[src/rtl/core/utf8d_pkg.sv]
// ----------------------------------------------------------------------------
// utf8d_pkg
// Shared types and constants of the UTF-8 to code point decoder.
// ----------------------------------------------------------------------------
package utf8d_pkg;

	localparam int CP_W      = 21;
	localparam int MAX_RES   = 4;
	localparam int CNT_W     = 3;
	localparam int CFG_IDX_W = 1;

	localparam logic [CP_W-1:0] HEADER_WORD = 21'h00FEFF;
	localparam logic [CP_W-1:0] ESCAPE_BASE = 21'h00DC00;

	// configuration register indexes
	localparam logic [CFG_IDX_W-1:0] REG_EMIT_HEADER = 1'b0;
	localparam logic [CFG_IDX_W-1:0] REG_STRIP_BOM   = 1'b1;

	typedef struct packed {
		logic [CP_W-1:0] cp;
		logic            esc;
	} res_t;

	// all results caused by one item
	typedef struct packed {
		res_t [MAX_RES-1:0] ent;
		logic [CNT_W-1:0]   cnt;
		logic               last;
	} dec_out_t;

	function automatic logic [CP_W-1:0] escape_of(input logic [7:0] b);
		escape_of = ESCAPE_BASE + {{(CP_W-8){1'b0}}, b};
	endfunction

endpackage

[src/rtl/core/utf8_to_codepoint_decoder.sv]
// ----------------------------------------------------------------------------
// utf8_to_codepoint_decoder
// Turns a UTF-8 byte stream into 21-bit code points, escaping bad bytes.
// ----------------------------------------------------------------------------
// Usage:
//   input channel  in_valid/in_ready carries data_byte and stream_end, one
//   byte per item; stream_end marks the last byte and flushes held bytes.
//   output channel out_valid/out_ready carries code_point, escaped, run_last
//   and stream_last, one result per item; a byte gives zero to four results.
//   config channel cfg_valid/cfg_ready writes cfg_data into register
//   cfg_index (0 header word enable, 1 leading BOM strip); always ready,
//   write only while the block is idle.
// Timing:
//   a byte is held in the input register and decoded combinationally into the
//   result register, from which its first result is shown on the output. One
//   byte per cycle is taken as long as each byte gives at most one result and
//   the receiver takes each result; a byte with more results holds the result
//   register until its last result is taken, since the output port moves one
//   result per cycle.
// Reset clears held bytes, rearms header and BOM handling, sets both config
//   bits to 1. A stalled receiver holds the current result; the input
//   register then fills and in_ready drops.
// ----------------------------------------------------------------------------
module utf8_to_codepoint_decoder (
	input  logic                              clk,
	input  logic                              arst_n,
	input  logic                              in_valid,
	output logic                              in_ready,
	input  logic [7:0]                        data_byte,
	input  logic                              stream_end,
	output logic                              out_valid,
	input  logic                              out_ready,
	output logic [utf8d_pkg::CP_W-1:0]        code_point,
	output logic                              escaped,
	output logic                              run_last,
	output logic                              stream_last,
	input  logic                              cfg_valid,
	output logic                              cfg_ready,
	input  logic [utf8d_pkg::CFG_IDX_W-1:0]   cfg_index,
	input  logic                              cfg_data
);
	import utf8d_pkg::*;

	logic       vld_s1;
	logic [7:0] byte_s1;
	logic       end_s1;
	logic       load_ok;
	logic       adv;
	logic       cfg_hdr_q;
	logic       cfg_strip_q;
	dec_out_t   dec;

	assign cfg_ready = 1'b1;
	assign in_ready  = !vld_s1 || load_ok;
	assign adv       = vld_s1 && load_ok;

	always_ff @(posedge clk or negedge arst_n) begin
		if (!arst_n) begin
			vld_s1 <= 1'b0;
		end else if (in_valid && in_ready) begin
			vld_s1 <= 1'b1;
		end else if (adv) begin
			vld_s1 <= 1'b0;
		end
	end

	always_ff @(posedge clk) begin
		if (in_valid && in_ready) begin
			byte_s1 <= data_byte;
			end_s1  <= stream_end;
		end
	end

	always_ff @(posedge clk or negedge arst_n) begin
		if (!arst_n) begin
			cfg_hdr_q   <= 1'b1;
			cfg_strip_q <= 1'b1;
		end else if (cfg_valid && cfg_ready) begin
			case (cfg_index)
				REG_EMIT_HEADER: cfg_hdr_q   <= cfg_data;
				REG_STRIP_BOM:   cfg_strip_q <= cfg_data;
				default: ;
			endcase
		end
	end

	utf8d_decode u_decode (
		.clk       (clk),
		.arst_n    (arst_n),
		.adv       (adv),
		.byte_s1   (byte_s1),
		.end_s1    (end_s1),
		.cfg_hdr   (cfg_hdr_q),
		.cfg_strip (cfg_strip_q),
		.dec       (dec)
	);

	utf8d_outbuf u_outbuf (
		.clk         (clk),
		.arst_n      (arst_n),
		.load        (adv),
		.dec         (dec),
		.load_ok     (load_ok),
		.out_valid   (out_valid),
		.out_ready   (out_ready),
		.code_point  (code_point),
		.escaped     (escaped),
		.run_last    (run_last),
		.stream_last (stream_last)
	);

endmodule

[src/rtl/core/utf8d_decode.sv]
// ----------------------------------------------------------------------------
// utf8d_decode
// Sequence state and single-pass decode of one byte into its list of results.
// ----------------------------------------------------------------------------
module utf8d_decode (
	input  logic                clk,
	input  logic                arst_n,
	input  logic                adv,
	input  logic [7:0]          byte_s1,
	input  logic                end_s1,
	input  logic                cfg_hdr,
	input  logic                cfg_strip,
	output utf8d_pkg::dec_out_t dec
);
	import utf8d_pkg::*;

	logic [7:0]      held_q [3];
	logic [1:0]      hc_q;
	logic [2:0]      len_q;
	logic            start_q;
	logic            first_q;

	logic [7:0]      held_d [3];
	logic [1:0]      hc_d;
	logic [1:0]      hc_n;
	logic [2:0]      len_d;
	logic [2:0]      len_n;
	logic            start_d;
	logic            first_d;

	logic [7:0]      lead_m;
	logic [31:0]     seq_w;
	logic [CP_W-1:0] seq_cp;

	logic [7:0]      slot_v;
	logic [CP_W-1:0] slot_cp [8];
	logic [7:0]      slot_esc;

	logic            brk;
	logic            byte_emit;
	logic            byte_code;
	logic [CP_W-1:0] byte_val;
	logic            drop;

	logic [CNT_W-1:0]   n;
	res_t [MAX_RES-1:0] ent;

	// value of the completed sequence
	always_comb begin
		lead_m = held_q[0] & (8'h7F >> len_q);
		case (hc_q)
			2'd1:    seq_w = {18'b0, lead_m, byte_s1[5:0]};
			2'd2:    seq_w = {12'b0, lead_m, held_q[1][5:0], byte_s1[5:0]};
			2'd3:    seq_w = {6'b0, lead_m, held_q[1][5:0], held_q[2][5:0], byte_s1[5:0]};
			default: seq_w = '0;
		endcase
		seq_cp = seq_w[CP_W-1:0];
	end

	always_comb begin
		slot_v    = '0;
		slot_esc  = '0;
		for (int i = 0; i < 8; i++) begin
			slot_cp[i] = '0;
		end
		held_d    = held_q;
		hc_d      = hc_q;
		len_d     = len_q;
		brk       = 1'b0;
		byte_emit = 1'b0;
		byte_code = 1'b0;
		byte_val  = '0;

		if (start_q && cfg_hdr) begin
			slot_v[0]  = 1'b1;
			slot_cp[0] = HEADER_WORD;
		end

		if (hc_q == 2'd0) begin
			if (!byte_s1[7]) begin
				byte_emit = 1'b1;
				byte_code = 1'b1;
				byte_val  = {{(CP_W-8){1'b0}}, byte_s1};
			end else if (!byte_s1[6] || byte_s1[7:3] == 5'h1F) begin
				byte_emit = 1'b1;
				byte_val  = escape_of(byte_s1);
			end else begin
				// lead byte: start a sequence
				held_d[0] = byte_s1;
				hc_d      = 2'd1;
				if (!byte_s1[5])
					len_d = 3'd2;
				else if (!byte_s1[4])
					len_d = 3'd3;
				else
					len_d = 3'd4;
			end
		end else if (byte_s1[7:6] == 2'b10) begin
			if (({1'b0, hc_q} + 3'd1 >= len_q) || hc_q == 2'd3) begin
				byte_emit = 1'b1;
				byte_code = 1'b1;
				byte_val  = seq_cp;
				hc_d      = 2'd0;
				len_d     = 3'd0;
			end else begin
				held_d[hc_q] = byte_s1;
				hc_d         = hc_q + 2'd1;
			end
		end else begin
			// sequence broken: held bytes escape first
			brk       = 1'b1;
			hc_d      = 2'd0;
			len_d     = 3'd0;
			byte_emit = 1'b1;
			byte_code = !byte_s1[7];
			byte_val  = byte_s1[7] ? escape_of(byte_s1) : {{(CP_W-8){1'b0}}, byte_s1};
		end

		for (int k = 0; k < 3; k++) begin
			slot_v[1+k]   = brk && (2'(k) < hc_q);
			slot_cp[1+k]  = escape_of(held_q[k]);
			slot_esc[1+k] = 1'b1;
		end

		drop = byte_code && first_q && !brk && cfg_strip && (byte_val == HEADER_WORD);
		slot_v[4]   = byte_emit && !drop;
		slot_cp[4]  = byte_val;
		slot_esc[4] = !byte_code;

		// flush at end of stream
		for (int k = 0; k < 3; k++) begin
			slot_v[5+k]   = end_s1 && (2'(k) < hc_d);
			slot_cp[5+k]  = escape_of(held_d[k]);
			slot_esc[5+k] = 1'b1;
		end

		hc_n    = end_s1 ? 2'd0 : hc_d;
		len_n   = end_s1 ? 3'd0 : len_d;
		start_d = end_s1;
		first_d = end_s1 ? 1'b1 : (first_q && !byte_emit && !brk);
	end

	// pack the valid slots in order
	always_comb begin
		n   = '0;
		ent = '0;
		for (int i = 0; i < 8; i++) begin
			if (slot_v[i] && n < CNT_W'(MAX_RES)) begin
				ent[n[1:0]].cp  = slot_cp[i];
				ent[n[1:0]].esc = slot_esc[i];
				n = n + 3'd1;
			end
		end
		dec.ent  = ent;
		dec.cnt  = n;
		dec.last = end_s1;
	end

	always_ff @(posedge clk or negedge arst_n) begin
		if (!arst_n) begin
			held_q[0] <= '0;
			held_q[1] <= '0;
			held_q[2] <= '0;
			hc_q      <= '0;
			len_q     <= '0;
			start_q   <= 1'b1;
			first_q   <= 1'b1;
		end else if (adv) begin
			held_q  <= held_d;
			hc_q    <= hc_n;
			len_q   <= len_n;
			start_q <= start_d;
			first_q <= first_d;
		end
	end

endmodule

[src/rtl/core/utf8d_outbuf.sv]
// ----------------------------------------------------------------------------
// utf8d_outbuf
// Result register: holds the results of one item and hands them out in order.
// ----------------------------------------------------------------------------
module utf8d_outbuf (
	input  logic                     clk,
	input  logic                     arst_n,
	input  logic                     load,
	input  utf8d_pkg::dec_out_t      dec,
	output logic                     load_ok,
	output logic                     out_valid,
	input  logic                     out_ready,
	output logic [utf8d_pkg::CP_W-1:0] code_point,
	output logic                     escaped,
	output logic                     run_last,
	output logic                     stream_last
);
	import utf8d_pkg::*;

	res_t [MAX_RES-1:0] ent_s2;
	logic [CNT_W-1:0]   cnt_s2;
	logic               end_s2;
	logic [1:0]         idx_s2;
	logic               vld_s2;
	logic               last;

	assign last        = ({1'b0, idx_s2} + 3'd1) == cnt_s2;
	assign load_ok     = !vld_s2 || (out_ready && last);
	assign out_valid   = vld_s2;
	assign code_point  = ent_s2[idx_s2].cp;
	assign escaped     = ent_s2[idx_s2].esc;
	assign run_last    = last;
	assign stream_last = last && end_s2;

	always_ff @(posedge clk or negedge arst_n) begin
		if (!arst_n) begin
			vld_s2 <= 1'b0;
			idx_s2 <= '0;
		end else if (load) begin
			// an item with no results leaves the buffer empty
			vld_s2 <= dec.cnt != '0;
			idx_s2 <= '0;
		end else if (vld_s2 && out_ready) begin
			if (last)
				vld_s2 <= 1'b0;
			else
				idx_s2 <= idx_s2 + 2'd1;
		end
	end

	always_ff @(posedge clk) begin
		if (load) begin
			ent_s2 <= dec.ent;
			cnt_s2 <= dec.cnt;
			end_s2 <= dec.last;
		end
	end

endmodule

[config.mk]
export PLATFORM = sky130hd
export DESIGN_NAME = utf8_to_codepoint_decoder
export DESIGN_NICKNAME = d
export VERILOG_FILES = /design/src/rtl/core/utf8d_pkg.sv /design/src/rtl/core/utf8_to_codepoint_decoder.sv /design/src/rtl/core/utf8d_decode.sv /design/src/rtl/core/utf8d_outbuf.sv
export SDC_FILE = /design/constraint.sdc
export NUM_CORES = 1
export LEC_CHECK = 0
export BUFFER_PORTS_ARGS = -buffer_cell sky130_fd_sc_hd__buf_4
export CORE_ASPECT_RATIO = 0.6
export CORE_MARGIN = 1
export CORE_UTILIZATION = 40
export DETAILED_ROUTE_END_ITERATION = 6
export PLACE_DENSITY = 0.59
export SLEW_MARGIN = 20
export SYNTH_ARGS = -nofsm -noshare
export SYNTH_HDL_FRONTEND = slang
export SYNTH_SLANG_ARGS = --single-unit
[constraint.sdc]
create_clock -name clk -period 6.5 [get_ports clk]
set_input_delay 1.3 -clock clk [delete_from_list [all_inputs] [get_ports clk]]
set_output_delay 1.3 -clock clk [all_outputs]
set_load 0.005 [all_outputs]
==> key figures <==
Floorplanning
  • Core area: 23100 µm²
  • Die height: 121 µm
  • Die ar.: 24200 µm²
  • Floorplan row count: 43
  • I/O pin count: 43
  • Die Width: 200 µm
  • Initial Utilization: 40.8%

Synthesis
  • Yosys reg bits: 138
  • Synth Instances: 926
  • Ys async rst share: 26.8%
  • Library cells used by synthesis: 85
  • Ys flop type: edfxtp_1
  • Post-Syn Area per Cell: 10.2 µm²
  • Mapped Area: 9410 µm²
  • Post-synthesis sequential area ratio: 42.1%
  • Post-synth EDFFs: 101
  • Synthesized Nets: 969
  • Synth warn: 0

Drt
  • DRT Wirelength: 29.1 mm
  • DRC: 0
  • Vias: 7720
  • Detailed-route wire length per cell: 22.8 µm
  • Vias per inst: 6.05
  • Drt initial violations: 1074
  • First drt pass iteration count: 5
  • Final ANT Viol Nets: 0

Place
  • IO Port Bufs: 41
  • Placed wire-length estimate: 22.0 mm
  • Final Wtd Congestion: 0.952

Final layout
  • Most common cell after layout, fill and taps aside: edfxtp_1
  • Most frequent cells in the layout: edfxtp_1, nand2_1, nor2_1, mux2i_1
  • Utilization after layout: 46.2%
  • Final-layout fill cell count: 2182
  • Final net count: 990
  • ANT cells: 0
  • Share of cells above drive strength 1: 19.7%
  • P&R area growth vs syn: 13.3%

Pwr
  • Worst vdd rail ir drop: 0.215 mV
  • PD cells: 494 nW/µm²
  • Total power: 5260 µW
  • Leakage: 0.00438 µW

STA
  • Max Fclk: 167 MHz
  • Clock Skew: 0.0107 ns
  • Final Max Tran Viols: 0
  • Relative slew slack: 33.6%
  • Final setup violation count: 0
  • Fraction of the cycle the final worst path needs: 92.2%
  • RSZ-0062 raised after global routing: no
  • Total negative setup slack: 0 ns
  • Min Clock Period, post-route: 6.00 ns
  • Final-report hold violation count: 0
  • Worst Tran Pin Value: 0.977 ns

Global routing
  • Largest net degree at the start of global routing: 92
  • Total Routing Usage GR: 25.6%
  • Initial antenna violation count: 2
  • Number of global-route vias before repair: 7289
  • Global-route wire length before repair: 45.1 mm
  • GRT overflow: 0

Critical path
  • Critical Path AT: 6.18 ns
  • CP Launch Type: flop
  • CP Class: reg -> reg
  • Worst endpoint required time: 6.69 ns
  • Crit-path max FO: 8
  • CP Capture Type: flop

Clocking
  • CTS tree: done
  • Clk_lat worst skew: 0.44 ns
  • Clk slew on worst S/H paths: 0.07 ns
  • CTS Sinks: 138
  • TritonCTS buffer count: 17
  • Max Root-Sink Buffers: 2
  • H-tree Lvls: 4
  • CTS Root Cell: clkbuf_16

Worst hold path
  • Hold/Removal Path Class: reg -> reg

Run
  • Max_cap viols: 0

Status
  • Run status: completed
==> cell usage after synthesis, drive strengths merged (9+ instances only) <==
| master | n | area, µm² |
|---|---|---|
| nand2b | 13 | 81.3 |
| clkbuf | 33 | 124 |
| a21oi | 53 | 269 |
| mux2 | 24 | 270 |
| a22oi | 14 | 105 |
| nand3 | 18 | 100 |
| nor3 | 19 | 111 |
| dfrtp | 33 | 826 |
| nor2 | 92 | 345 |
| o31ai | 9 | 72.6 |
| mux4 | 22 | 495 |
| nand2 | 97 | 372 |
| a21o | 10 | 75.1 |
| ha | 26 | 325 |
| or3 | 10 | 67.6 |
| inv | 28 | 105 |
| and2 | 16 | 100 |
| o21ai | 64 | 335 |
| and3 | 17 | 106 |
| mux2i | 72 | 724 |
| edfxtp | 101 | 3030 |
| buf | 28 | 146 |
==> flip-flops by register name, summed over array words and instances, names as in the netlist, 2 cells and up <==
signal,count
byte_s1,8
u_outbuf.ent_s2,88
u_decode.hc_q,2
u_outbuf.idx_s2,2
u_decode.len_q,3
u_decode.held_q,24
u_outbuf.cnt_s2,3
==> worst paths after layout <==
| path | startpoint | endpoint | slack (ns) | cells past startpoint |
|---|---|---|---|---|
| max in group asynchronous | arst_n | u_decode.held_q[2] | 5.29 | 1 |
| min in group asynchronous | arst_n | u_decode.hc_q[1] | 0.84 | 1 |
| hold / removal | u_decode.start_q | u_decode.start_q | 0.47 | 2 |
| hold reg to reg | u_decode.start_q | u_decode.start_q | 0.47 | 2 |
| setup / recovery | u_decode.hc_q[0] | u_outbuf.ent_s2[23] | 0.50 | 27 |
| setup reg to reg | u_decode.hc_q[0] | u_outbuf.ent_s2[23] | 0.50 | 27 |
==> power by group <==
group          internal, µW  total (µW)  switching (µW)
clock                   604        1010             401
sequential             1430        1630             197
combinational          1060        2630            1570
==> what timing repair did <==
| item | 4_1_cts | 5_1_grt |
|---|---|---|
| hold buffers | 0 | 0 |
| buffers inserted | 0 | 2 |
| gates resized for setup | 0 | 6 |
| setup endpoints to repair | 0 | 40 |
==> routing by layer <==
layer,global-route usage (%),wire length [µm],vias to the layer above
li1,-,-,3508
met4,5.25,286,0
met2,34.7,11800,374
met3,6.53,2700,20
met5,0,0,-
met1,39.9,14300,3818
==> area by class of cell <==
class                           instances  area (µm²)  area share (%)
Clock buffer                           18         429            4.03
Clock inverter                         14         171            1.61
Inverter                               29         110            1.03
Multi-Input combinational cell        698        5100            47.9
Sequential cell                       138        3960            37.2
Tap cell                              315         394            3.70
Timing Repair Buffer                   63         485            4.56
==> worst max-delay path: stages, from the launching register on <==
cell      delay [ns]
dfrtp_1         0.45
inv_1           0.11
ha_1            0.22
nand2b_2        0.27
clkinv_1        0.10
nand2_1         0.07
fa_1            0.64
inv_1           0.09
ha_1            0.19
inv_1           0.08
ha_1            0.23
nand4b_1        0.10
and2_1          0.18
nand2_1         0.09
a21oi_2         0.20
mux2_2          0.38
inv_1           0.06
ha_1            0.25
nand2_1         0.11
nor2_1          0.11
nor2_1          0.23
inv_1           0.09
ha_1            0.36
nand2_1         0.11
nor3_4          0.19
and3_1          0.28
nor2_1          0.21
a211o_1         0.33
==> cell families (layout without fill, tap and decap cells) <==
group	Yosys count	after routing	share of synthesized area, %
buffers and inverters	90	124	4.03
adder cells (fa/ha/maj)	27	27	3.67
multiplexers	118	118	15.8
other	1	1	0.0399
AO/OA/AOI/OAI	233	233	17.3
XOR/XNOR	5	5	0.466
flip-flops	138	138	42.1
AND/OR/NAND/NOR	314	314	16.5
==> per-stage QoR <==
step | hold slack [ns] | setup slack [ns] | area, µm² | instances
CTS | 0.472 | 0.129 | 10600 | 1273
floorplan | 0.439 | 0.192 | 9410 | 926
global route | 0.496 | 0.0543 | 10700 | 1275
finish | 0.468 | 0.505 | 10700 | 1275
global placement | 0.448 | 0.468 | 10000 | 1241
detailed placement | 0.460 | 0.170 | 10000 | 1241
Power figures use the tool's default switching activity.
